`src/rtl/bpcs_pkg.sv`:
```
// Shared types and codes for the buffer pool clock sweep block.
package bpcs_pkg;

	typedef logic [1:0] action_t;
	localparam action_t ACT_FETCH     = 2'd0;
	localparam action_t ACT_UNPIN     = 2'd1;
	localparam action_t ACT_FLUSH_ONE = 2'd2;
	localparam action_t ACT_FLUSH_ALL = 2'd3;

	typedef logic [2:0] kind_t;
	localparam kind_t KIND_HIT    = 3'd0;
	localparam kind_t KIND_MISS   = 3'd1;
	localparam kind_t KIND_WB     = 3'd2;
	localparam kind_t KIND_ACK    = 3'd3;
	localparam kind_t KIND_PINNED = 3'd4;

	localparam logic [7:0] PIN_MAX = 8'hFF;
	localparam logic [3:0] MAX_USAGE_RESET = 4'd5;

	typedef struct packed {
		action_t     action;
		logic [31:0] page_id;
		logic        mark_dirty;
	} req_t;

	typedef struct packed {
		kind_t       kind;
		logic [3:0]  frame;
		logic [31:0] page_id_out;
		logic        last;
		logic [31:0] hit_count;
		logic [31:0] miss_count;
		logic [31:0] eviction_count;
	} rsp_t;

	// One frame's entry in the frame store.
	typedef struct packed {
		logic [31:0] page;
		logic        dirty;
		logic [7:0]  pin;
		logic [3:0]  usage;
	} ent_t;

	typedef enum logic [2:0] {
		WR_NONE,
		WR_HIT,
		WR_LOAD,
		WR_UNPIN,
		WR_CLEAN,
		WR_DECUSE
	} wr_op_t;

	typedef enum logic [2:0] {
		IDX_HOLD,
		IDX_CLR,
		IDX_INC,
		IDX_FREE,
		IDX_HAND
	} idx_op_t;

	typedef enum logic [1:0] {
		PG_REQ,
		PG_ENT,
		PG_ZERO
	} pg_src_t;

	typedef struct packed {
		logic    accept;
		logic    rd;
		idx_op_t idx_op;
		wr_op_t  wr_op;
		logic    note_free;
		logic    cnt_hit;
		logic    cnt_miss;
		logic    cnt_evict;
		logic    hand_set;
		logic    step_clr;
		logic    step_inc;
		logic    seen_set;
		logic    emit;
		kind_t   kind;
		logic    frame_zero;
		pg_src_t pg_src;
		logic    last;
	} cmd_t;

	typedef struct packed {
		action_t action;
		logic    match;
		logic    ent_valid;
		logic    ent_dirty;
		logic    ent_pinned;
		logic    ent_used;
		logic    idx_last;
		logic    free_found;
		logic    steps_last;
		logic    seen;
		logic    can_emit;
	} sts_t;

endpackage

```
`src/rtl/bpcs_ctrl.sv`:
```
// Controller state machine that sequences lookups, sweeps and flushes.
module bpcs_ctrl import bpcs_pkg::*; (
	input  logic clk,
	input  logic arst_n,
	input  logic req_valid,
	output logic req_stall,
	input  sts_t sts,
	output cmd_t cmd
);

	typedef enum logic [11:0] {
		S_IDLE   = 12'b000000000001,
		S_RD     = 12'b000000000010,
		S_EV     = 12'b000000000100,
		S_ACK1   = 12'b000000001000,
		S_MISS   = 12'b000000010000,
		S_LOAD   = 12'b000000100000,
		S_SRD    = 12'b000001000000,
		S_SEV    = 12'b000010000000,
		S_SWB    = 12'b000100000000,
		S_PINNED = 12'b001000000000,
		S_WBALL  = 12'b010000000000,
		S_ACKALL = 12'b100000000000
	} state_t;

	state_t state_q, state_d;

	always_ff @(posedge clk or negedge arst_n) begin
		if (!arst_n) begin
			state_q <= S_IDLE;
		end else begin
			state_q <= state_d;
		end
	end

	assign req_stall = (state_q != S_IDLE);

	always_comb begin
		cmd = '0;
		state_d = state_q;
		unique case (state_q)
			S_IDLE: begin
				if (req_valid) begin
					cmd.accept = 1'b1;
					cmd.idx_op = IDX_CLR;
					state_d = S_RD;
				end
			end
			S_RD: begin
				cmd.rd = 1'b1;
				state_d = S_EV;
			end
			S_EV: begin
				if (sts.action == ACT_FLUSH_ALL) begin
					if (sts.ent_valid && sts.ent_dirty) begin
						state_d = S_WBALL;
					end else if (sts.idx_last) begin
						state_d = S_ACKALL;
					end else begin
						cmd.idx_op = IDX_INC;
						state_d = S_RD;
					end
				end else if (sts.match) begin
					cmd.kind = KIND_ACK;
					cmd.pg_src = PG_REQ;
					cmd.last = 1'b1;
					if (sts.action == ACT_FETCH) begin
						cmd.kind = KIND_HIT;
						if (sts.can_emit) begin
							cmd.wr_op = WR_HIT;
							cmd.cnt_hit = 1'b1;
							cmd.emit = 1'b1;
							state_d = S_IDLE;
						end
					end else if (sts.action == ACT_UNPIN) begin
						if (sts.can_emit) begin
							cmd.wr_op = WR_UNPIN;
							cmd.emit = 1'b1;
							state_d = S_IDLE;
						end
					end else if (sts.ent_dirty) begin
						cmd.kind = KIND_WB;
						cmd.pg_src = PG_ENT;
						cmd.last = 1'b0;
						if (sts.can_emit) begin
							cmd.wr_op = WR_CLEAN;
							cmd.emit = 1'b1;
							state_d = S_ACK1;
						end
					end else if (sts.can_emit) begin
						cmd.emit = 1'b1;
						state_d = S_IDLE;
					end
				end else begin
					cmd.note_free = 1'b1;
					if (!sts.idx_last) begin
						cmd.idx_op = IDX_INC;
						state_d = S_RD;
					end else if (sts.action == ACT_FETCH) begin
						state_d = S_MISS;
					end else begin
						cmd.kind = KIND_ACK;
						cmd.frame_zero = 1'b1;
						cmd.pg_src = PG_REQ;
						cmd.last = 1'b1;
						if (sts.can_emit) begin
							cmd.emit = 1'b1;
							state_d = S_IDLE;
						end
					end
				end
			end
			S_ACK1: begin
				cmd.kind = KIND_ACK;
				cmd.pg_src = PG_REQ;
				cmd.last = 1'b1;
				if (sts.can_emit) begin
					cmd.emit = 1'b1;
					state_d = S_IDLE;
				end
			end
			S_MISS: begin
				cmd.cnt_miss = 1'b1;
				if (sts.free_found) begin
					cmd.idx_op = IDX_FREE;
					state_d = S_LOAD;
				end else begin
					cmd.idx_op = IDX_HAND;
					cmd.step_clr = 1'b1;
					state_d = S_SRD;
				end
			end
			S_LOAD: begin
				cmd.kind = KIND_MISS;
				cmd.pg_src = PG_REQ;
				cmd.last = 1'b1;
				if (sts.can_emit) begin
					cmd.wr_op = WR_LOAD;
					cmd.emit = 1'b1;
					state_d = S_IDLE;
				end
			end
			S_SRD: begin
				cmd.rd = 1'b1;
				state_d = S_SEV;
			end
			S_SEV: begin
				if (sts.ent_pinned) begin
					if (sts.steps_last && !sts.seen) begin
						state_d = S_PINNED;
					end else begin
						cmd.idx_op = IDX_INC;
						cmd.step_inc = 1'b1;
						state_d = S_SRD;
					end
				end else if (sts.ent_used) begin
					cmd.wr_op = WR_DECUSE;
					cmd.seen_set = 1'b1;
					cmd.idx_op = IDX_INC;
					cmd.step_inc = 1'b1;
					state_d = S_SRD;
				end else begin
					// Victim found: the hand moves just past it.
					cmd.hand_set = 1'b1;
					cmd.cnt_evict = 1'b1;
					state_d = sts.ent_dirty ? S_SWB : S_LOAD;
				end
			end
			S_SWB: begin
				cmd.kind = KIND_WB;
				cmd.pg_src = PG_ENT;
				if (sts.can_emit) begin
					cmd.emit = 1'b1;
					state_d = S_LOAD;
				end
			end
			S_PINNED: begin
				cmd.kind = KIND_PINNED;
				cmd.frame_zero = 1'b1;
				cmd.pg_src = PG_REQ;
				cmd.last = 1'b1;
				if (sts.can_emit) begin
					cmd.emit = 1'b1;
					state_d = S_IDLE;
				end
			end
			S_WBALL: begin
				cmd.kind = KIND_WB;
				cmd.pg_src = PG_ENT;
				if (sts.can_emit) begin
					cmd.wr_op = WR_CLEAN;
					cmd.emit = 1'b1;
					if (sts.idx_last) begin
						state_d = S_ACKALL;
					end else begin
						cmd.idx_op = IDX_INC;
						state_d = S_RD;
					end
				end
			end
			S_ACKALL: begin
				cmd.kind = KIND_ACK;
				cmd.frame_zero = 1'b1;
				cmd.pg_src = PG_ZERO;
				cmd.last = 1'b1;
				if (sts.can_emit) begin
					cmd.emit = 1'b1;
					state_d = S_IDLE;
				end
			end
			default: begin
				state_d = S_IDLE;
			end
		endcase
	end

endmodule

```
`src/rtl/bpcs_dp.sv`:
```
// Datapath: frame store, valid bits, clock hand, counters and result register.
module bpcs_dp import bpcs_pkg::*; #(
	parameter int FRAME_COUNT = 16
) (
	input  logic       clk,
	input  logic       arst_n,
	input  req_t       req,
	input  logic       cfg_valid,
	input  logic [3:0] cfg_data,
	input  cmd_t       cmd,
	output sts_t       sts,
	output logic       rsp_valid,
	input  logic       rsp_stall,
	output rsp_t       rsp
);

	localparam int IW = (FRAME_COUNT > 1) ? $clog2(FRAME_COUNT) : 1;
	localparam logic [IW-1:0] IDX_LAST = IW'(FRAME_COUNT - 1);

	ent_t              mem [FRAME_COUNT];
	ent_t              ent_q;
	ent_t              wdata;
	logic              wr_en;
	req_t              req_q;
	logic [FRAME_COUNT-1:0] valid_q;
	logic [IW-1:0]     idx_q, idx_next;
	logic [IW-1:0]     hand_q, free_idx_q, steps_q;
	logic              free_found_q, seen_q;
	logic [31:0]       hits_q, misses_q, evict_q;
	logic [31:0]       hits_d, misses_d, evict_d;
	logic [3:0]        max_usage_q;
	logic              rsp_valid_q;
	rsp_t              rsp_q;
	logic              ent_valid;

	assign idx_next = (idx_q == IDX_LAST) ? '0 : idx_q + 1'b1;
	assign ent_valid = valid_q[idx_q];

	always_comb begin
		wdata = ent_q;
		wr_en = 1'b1;
		unique case (cmd.wr_op)
			WR_HIT: begin
				if (ent_q.pin != PIN_MAX) wdata.pin = ent_q.pin + 1'b1;
				if (ent_q.usage < max_usage_q) wdata.usage = ent_q.usage + 1'b1;
			end
			WR_LOAD: begin
				wdata.page = req_q.page_id;
				wdata.dirty = 1'b0;
				wdata.pin = 8'd1;
				wdata.usage = 4'd1;
			end
			WR_UNPIN: begin
				wdata.dirty = ent_q.dirty | req_q.mark_dirty;
				if (ent_q.pin != '0) wdata.pin = ent_q.pin - 1'b1;
			end
			WR_CLEAN: begin
				wdata.dirty = 1'b0;
			end
			WR_DECUSE: begin
				wdata.usage = ent_q.usage - 1'b1;
			end
			default: begin
				wr_en = 1'b0;
			end
		endcase
	end

	always_ff @(posedge clk) begin
		if (wr_en) mem[idx_q] <= wdata;
		if (cmd.rd) ent_q <= mem[idx_q];
	end

	always_ff @(posedge clk) begin
		if (cmd.accept) req_q <= req;
	end

	assign hits_d   = hits_q + 32'(cmd.cnt_hit);
	assign misses_d = misses_q + 32'(cmd.cnt_miss);
	assign evict_d  = evict_q + 32'(cmd.cnt_evict);

	always_ff @(posedge clk or negedge arst_n) begin
		if (!arst_n) begin
			valid_q <= '0;
			idx_q <= '0;
			hand_q <= '0;
			free_idx_q <= '0;
			free_found_q <= 1'b0;
			steps_q <= '0;
			seen_q <= 1'b0;
			hits_q <= '0;
			misses_q <= '0;
			evict_q <= '0;
			max_usage_q <= MAX_USAGE_RESET;
			rsp_valid_q <= 1'b0;
		end else begin
			hits_q <= hits_d;
			misses_q <= misses_d;
			evict_q <= evict_d;
			if (cfg_valid) max_usage_q <= cfg_data;
			if (cmd.wr_op == WR_LOAD) valid_q[idx_q] <= 1'b1;
			if (cmd.accept) free_found_q <= 1'b0;
			if (cmd.note_free && !ent_valid && !free_found_q) begin
				free_found_q <= 1'b1;
				free_idx_q <= idx_q;
			end
			if (cmd.hand_set) hand_q <= idx_next;
			if (cmd.step_clr) begin
				steps_q <= '0;
				seen_q <= 1'b0;
			end else begin
				if (cmd.step_inc) steps_q <= steps_q + 1'b1;
				if (cmd.seen_set) seen_q <= 1'b1;
			end
			unique case (cmd.idx_op)
				IDX_CLR:  idx_q <= '0;
				IDX_INC:  idx_q <= idx_next;
				IDX_FREE: idx_q <= free_idx_q;
				IDX_HAND: idx_q <= hand_q;
				default:  idx_q <= idx_q;
			endcase
			if (cmd.emit) begin
				rsp_valid_q <= 1'b1;
			end else if (!rsp_stall) begin
				rsp_valid_q <= 1'b0;
			end
		end
	end

	// Result beat payload; it holds while the beat is stalled.
	always_ff @(posedge clk) begin
		if (cmd.emit) begin
			rsp_q.kind <= cmd.kind;
			rsp_q.frame <= cmd.frame_zero ? 4'd0 : 4'(idx_q);
			unique case (cmd.pg_src)
				PG_REQ:  rsp_q.page_id_out <= req_q.page_id;
				PG_ENT:  rsp_q.page_id_out <= ent_q.page;
				default: rsp_q.page_id_out <= '0;
			endcase
			rsp_q.last <= cmd.last;
			rsp_q.hit_count <= hits_d;
			rsp_q.miss_count <= misses_d;
			rsp_q.eviction_count <= evict_d;
		end
	end

	assign rsp_valid = rsp_valid_q;
	assign rsp = rsp_q;

	always_comb begin
		sts.action = req_q.action;
		sts.ent_valid = ent_valid;
		sts.match = ent_valid && (ent_q.page == req_q.page_id);
		sts.ent_dirty = ent_q.dirty;
		sts.ent_pinned = (ent_q.pin != '0);
		sts.ent_used = (ent_q.usage != '0);
		sts.idx_last = (idx_q == IDX_LAST);
		sts.free_found = free_found_q;
		sts.steps_last = (steps_q == IDX_LAST);
		sts.seen = seen_q;
		sts.can_emit = !rsp_valid_q || !rsp_stall;
	end

endmodule

```
`src/rtl/buffer_pool_clock_sweep.sv`:
```
// Buffer pool frame manager with clock sweep replacement, one request at a time.
// Each request scans the frame store frame by frame: read a frame, then evaluate it.
// A fetch hit stops at the matching frame; a miss scans every frame, then sweeps from
// the hand unless a free frame was found and writes back a dirty victim. Flush all
// scans every frame and writes back each dirty one; beats wait on stall.
// Reset clears control, valid bits, counters and the hand; no clearing pass is run.
module buffer_pool_clock_sweep import bpcs_pkg::*; #(
	parameter int FRAME_COUNT = 16
) (
	input  logic       clk,
	input  logic       arst_n,
	input  logic       req_valid,
	output logic       req_stall,
	input  req_t       req,
	output logic       rsp_valid,
	input  logic       rsp_stall,
	output rsp_t       rsp,
	input  logic       cfg_valid,
	output logic       cfg_ready,
	input  logic [3:0] cfg_data
);

	cmd_t cmd;
	sts_t sts;

	assign cfg_ready = 1'b1;

	bpcs_ctrl u_ctrl (
		.clk       (clk),
		.arst_n    (arst_n),
		.req_valid (req_valid),
		.req_stall (req_stall),
		.sts       (sts),
		.cmd       (cmd)
	);

	bpcs_dp #(
		.FRAME_COUNT (FRAME_COUNT)
	) u_dp (
		.clk       (clk),
		.arst_n    (arst_n),
		.req       (req),
		.cfg_valid (cfg_valid),
		.cfg_data  (cfg_data),
		.cmd       (cmd),
		.sts       (sts),
		.rsp_valid (rsp_valid),
		.rsp_stall (rsp_stall),
		.rsp       (rsp)
	);

endmodule
```
`config.mk`:
```
export PLATFORM = sky130hd
export DESIGN_NAME = buffer_pool_clock_sweep
export DESIGN_NICKNAME = d
export VERILOG_FILES = /design/src/rtl/bpcs_pkg.sv /design/src/rtl/bpcs_ctrl.sv /design/src/rtl/bpcs_dp.sv /design/src/rtl/buffer_pool_clock_sweep.sv
export SDC_FILE = /design/constraint.sdc
export NUM_CORES = 1
export LEC_CHECK = 0
export BUFFER_PORTS_ARGS = -buffer_cell sky130_fd_sc_hd__buf_2
export CAP_MARGIN = 20
export CORE_MARGIN = 3
export CORE_UTILIZATION = 45
export DETAILED_ROUTE_END_ITERATION = 10
export PLACE_DENSITY = 0.68
export SYNTH_ARGS = -nofsm -noshare
export SYNTH_HDL_FRONTEND = slang
export SYNTH_SLANG_ARGS = --single-unit
```
`constraint.sdc`:
```
create_clock -name clk -period 19.6 [get_ports clk]
set_clock_uncertainty 0.2 [all_clocks]
set_input_delay 0.98 -clock clk [delete_from_list [all_inputs] [get_ports clk]]
set_output_delay 0.98 -clock clk [all_outputs]
set_load 0.01 [all_outputs]
```
# Word-level counts from Yosys, hierarchy flattened
# Memory sizes are Yosys's and may differ from the RTL's. A register that Yosys moved wholly into a read port is not among the register bits.
# Index checks and enable logic that the tools add are counted.
# word_totals
ff_bits	318
ramBits	720
out_inout_bits	139
memories	1
# mem_list
name	words	width	rd	rd_clocked_by_memory_dff	wr	line	source
u_dp.mem	16	45	1	1	1	bpcs_dp.sv:20	ent_t mem [FRAME_COUNT];
# op_classes
add_sub_neg	9
n_lt_le_gt_ge	3
n_eq_ne	34
mux	102
bitwise	2
reduce_logical	28
# ops
op	n
$mux W12	16
$pmux W12 S9	1
$add A32 B1 Y32	3
$pmux W32 S2	1
$mux W3	16
$mux W8	5
$eq A32 B32 Y1	1
$mux W32	1
$mux W1	28
$pmux W8 S3	1
$mux W2	11
$mux W4	5
$pmux W4 S5	1
$or A16 B16 Y16	1
$pmux W4 S4	1
$mux W5	3
$pmux W3 S5	1
$add A4 B1 Y4 const B	3
$eq A12 B1 Y1 const B	1
$eq A12 B10 Y1 const B	1
$eq A12 B11 Y1 const B	1
$eq A12 B12 Y1 const B	1
$eq A12 B2 Y1 const B	1
$eq A12 B3 Y1 const B	1
44 further kinds	73

# Depth between registers and ports, before layout
# depth
depth_word	14
mapped_depth	17
depth_no_buf	16

# Modules after synthesis
# A second synthesis with hierarchy kept.
# unflattened
hier_cells	2217
area_unflattened_um2	42917.4
# by_module_without_submodules
mod	n_inst	cells_each	area_per_inst_um2	seq_area_each_um2
bpcs_dp	1	2036	41487.3	31487.7
bpcs_ctrl	1	179	1418.9	301.5
buffer_pool_clock_sweep	1	2	11.3	0.0

# Least setup slack after synthesis
# OpenSTA, ideal clock, no wires.
# synth_path
path_kind	reg2reg
startpoint	register u_ctrl.state_q[5]
endpoint	register u_dp.rsp_q (netlist bit u_dp.rsp[0]) (enable)
t_arrival_ns	7.368
slack_ns	11.400
path_stages_with_launch	8
n_path_buf	0
path_cell_list	dfrtp_1 nor4_4 nand2_1 nor4b_2 nor3_1 nand2_1 nor2_1 nor2_1
# synth_lines
element	line	source
start: declaration	bpcs_ctrl.sv:26	state_t state_q, state_d;
start signal: assignment	bpcs_ctrl.sv:32	state_q <= state_d;
end: declaration	bpcs_dp.sv:33	rsp_t rsp_q;

==> results.py <==
metrics = {
    "sta": {
        "whs_ns": 0.146,
        "period_needed_ns": 5.89,
        "worst_pin_slew_ns": 1.24,
        "finalHoldViolCount": 0,
        "slew_headroom_pct": 17.4,
        "drv_slew": 0,
        "rsz0062_at_grt": "no",
        "fmax_mhz": 170,
        "finalSetupViolCount": 0,
        "tns_ns": 0,
        "finalCritPeriodShare_pct": 30.1,
    },
    "floorplan": {
        "io-pin-count": 183,
        "dieArea_um2": 98600,
        "start_util_pct": 45.6,
        "die_y_um": 314,
        "die-width_um": 314,
        "core_um2": 93700,
        "placement_rows": 112,
    },
    "grt": {
        "grt_max_degree": 140,
        "overflow": 0,
        "grt_pass1_vias": 22500,
        "grt_pass1_wl_mm": 145,
        "antenna_found_initial": 1,
        "grt_use_total_pct": 19.6,
    },
    "run_status": {
        "status": "complete, no violations",
    },
    "synthesis": {
        "syn_inst": 2296,
        "yosys.area.top_type_share_pct": 65.8,
        "syn_area_um2": 42700,
        "synth_edf_count": 936,
        "ys_ff_latch": 1083,
        "dominantRegCellSynth": "edfxtp_1",
        "avgSynthCellArea_um2": 18.6,
        "syn-num-nets": 2361,
        "seq_area_frac_synth_pct": 74.4,
        "ys_types": 78,
        "ys_warn_count": 0,
        "synth_top_cell_by_area": "edfxtp_1",
        "synthArstFlopShare_pct": 13.6,
        "synthTopCellsByArea": "edfxtp_1 66%, mux4_2 12%, dfrtp_1 8.4%",
    },
    "cts": {
        "htreeDepth": 3,
        "insertion_delay_ns": 0.70,
        "clk_pin_slew_ns": 0.06,
        "clock-sinks": 1083,
        "post_cts_buffers": 0,
        "cts_hold_buf": 0,
        "clock_path_buffers": 3,
        "post_cts_resize_count": 0,
        "cts-buffers-inserted": 106,
        "cts_tree": "yes",
        "cts_root_buf": "clkbuf_16",
    },
    "place": {
        "place_congestion": 0.856,
        "dp.cells": 3667,
        "hpwl_mm": 55.9,
        "portBuffers": 181,
    },
    "detailed_routing": {
        "vias": 22100,
        "vias_per_cell": 5.71,
        "routedWlPerCell_um": 24.8,
        "drc": 0,
        "totalWireLength_mm": 95.7,
        "ant_nets": 0,
        "first_pass_iters": 7,
        "first_iter_violations": 2422,
    },
    "cells_and_area": {
        "n_antenna_cell": 0,
        "syn2layout_area_growth_pct": 13.8,
        "fin_cells": 3866,
        "n_fill_cell": 7338,
        "drive_gt1_share_pct": 26.0,
        "nets": 2589,
    },
    "worst_setup_path": {
        "path_class": "reg2reg",
        "cp.arrival_ns": 6.02,
        "crit_fanout": 82,
        "end_kind": "flip-flop",
        "critical_path_required_ns": 19.73,
        "startpoint_type": "flip-flop",
    },
    "run": {
        "cap_violations": 0,
    },
    "pwr": {
        "cellPowerDensity_nw_per_um2": 109,
        "p_leak_uw": 0.0161,
        "irDropWorstVdd_mv": 0.119,
    },
    "hold_path": {
        "hold_class": "in2async",
    },
}
## area by class of cell
type	count	area (µm²)	area share (%)
flip-flops and latches	1083	31800	65.4
multi-input cells	1091	10500	21.5
clock buffers	129	2780	5.72
well taps	1254	1570	3.23
repair buffers	216	1210	2.48
clock inverters	67	677	1.39
inverters	26	97.6	0.201
## per-stage QoR
step	cell area (µm²)	util (%)	setup WS, ns	total power, µW
final	48600	51.8	13.71	5270
after global routing	48600	51.8	13.20	5470
after CTS	48600	51.8	13.66	5330
after detailed placement	45100	48.1	13.66	3340
after global placement	45100	48.1	13.84	3320
after floorplan	42700	-	11.40	3150
## cell families (layout without fill, tap and decap cells)
family / count (synthesis) / in the layout / share of synthesized area, %
other: 1 / 1 / 0.00878
muxes: 248 / 248 / 12.6
buffers and inverters: 122 / 438 / 1.14
and+or+nand+nor: 544 / 544 / 6.27
xor gates and xnor gates: 127 / 127 / 2.60
adders and majority gates: 21 / 21 / 0.615
DFF: 1083 / 1083 / 74.4
AOI/OAI and AO/OA: 150 / 150 / 2.37
## power by group
part	internal (µW)	total, µW	switching [µW]	leakage, µW
combinational	286	621	335	0.00418
clock	1130	1990	857	0.00168
sequential	2600	2660	59.5	0.0102
## layer usage
metal / vias to the layer above / part of all wire [%] / GRT usage [%]
met4: 0 / 2.2 / 5.01
met5: - / 0 / 0
met3: 136 / 7.6 / 3.38
li1: 9542 / - / -
met2: 938 / 49 / 31.7
met1: 11500 / 42 / 27.8
## cells in the mapped netlist, types with 5 or more instances
cell type / instances
o21ai_0: 63
nand3_1: 56
and4_1: 10
nand2_1: 248
a31oi_1: 11
o22ai_1: 5
ha_1: 21
mux4_2: 229
buf_1: 32
inv_1: 26
xor2_1: 54
and2_1: 9
nor3_1: 22
nor4_1: 18
o31ai_1: 5
nor2_1: 64
or3_1: 6
a31o_2: 16
nand4_1: 23
edfxtp_1: 936
buf_2: 11
dfrtp_1: 144
xnor2_1: 73
mux2_2: 10
and3_1: 36
nand2b_1: 12
nor2b_1: 9
mux2i_1: 8
a21oi_1: 15
clkbuf_1: 49
## worst paths after layout
path	start	end	slack (ns)	depth (start not counted)
max in group asynchronous	arst_n	u_dp.misses_q[21]	17.58	2
setup / recovery	u_dp.idx_q[2]	u_dp.rsp[100]	13.71	10
hold reg to reg	u_dp.valid_q[7]	u_dp.valid_q[7]	0.26	1
setup reg to reg	u_dp.idx_q[2]	u_dp.rsp[100]	13.71	10
min in group clk	req[13]	u_dp.req_q[13]	0.26	1
hold / removal	arst_n	u_dp.steps_q[2]	0.15	1
## sequential cells by signal, summed over array words and instances (netlist names)
name,cells
u_dp.idx_q,4
u_dp.rsp_valid,1
u_dp.max_usage_q,4
u_dp.free_idx_q,4
u_dp.ent_q,44
u_dp.steps_q,4
u_dp.hits_q,32
u_dp.valid_q,16
u_dp.evict_q,32
u_dp.misses_q,32
u_dp.hand_q,4
u_dp.mem,720
u_dp.free_found_q,1
u_dp.sts,3
u_dp.req_q,33
u_dp.seen_q,1
u_dp.rsp,136
u_ctrl.state_q,12
## worst max-delay path, stage by stage, from the launching register on
cell and delay [ns]:
dfrtp_4 0.81, buf_4 0.67, nor2b_1 0.57, a22oi_1 0.18, nand2_1 0.21, nand3_2 0.30, a21oi_1 0.34, nor2_1 0.14
nor2_4 0.40, buf_4 0.84, buf_4 0.67
## layout by cell type (no fill, tap or decap), types with 5 or more instances in the layout
cell / count
bufinv_16: 9
nand2_1: 248
mux2i_1: 8
ha_1: 21
and3_2: 15
nor2_1: 63
and3_1: 21
edfxtp_1: 936
clkbuf_1: 20
nand3_1: 56
o31ai_1: 5
inv_1: 26
nor2b_1: 9
clkinv_2: 21
a21oi_1: 15
mux2_2: 10
o21ai_0: 63
buf_4: 32
dfrtp_1: 140
o22ai_1: 5
buf_2: 180
xnor2_1: 73
clkbuf_16: 107
nor3_1: 22
or3_1: 6
clkinv_1: 23
and2_1: 7
clkinv_4: 5
nand4_1: 23
and4_1: 10
mux4_2: 229
nand2b_1: 11
a31oi_1: 11
nor4_1: 18
a31o_2: 16
xor2_1: 54
Power figures use the tool's default switching activity.
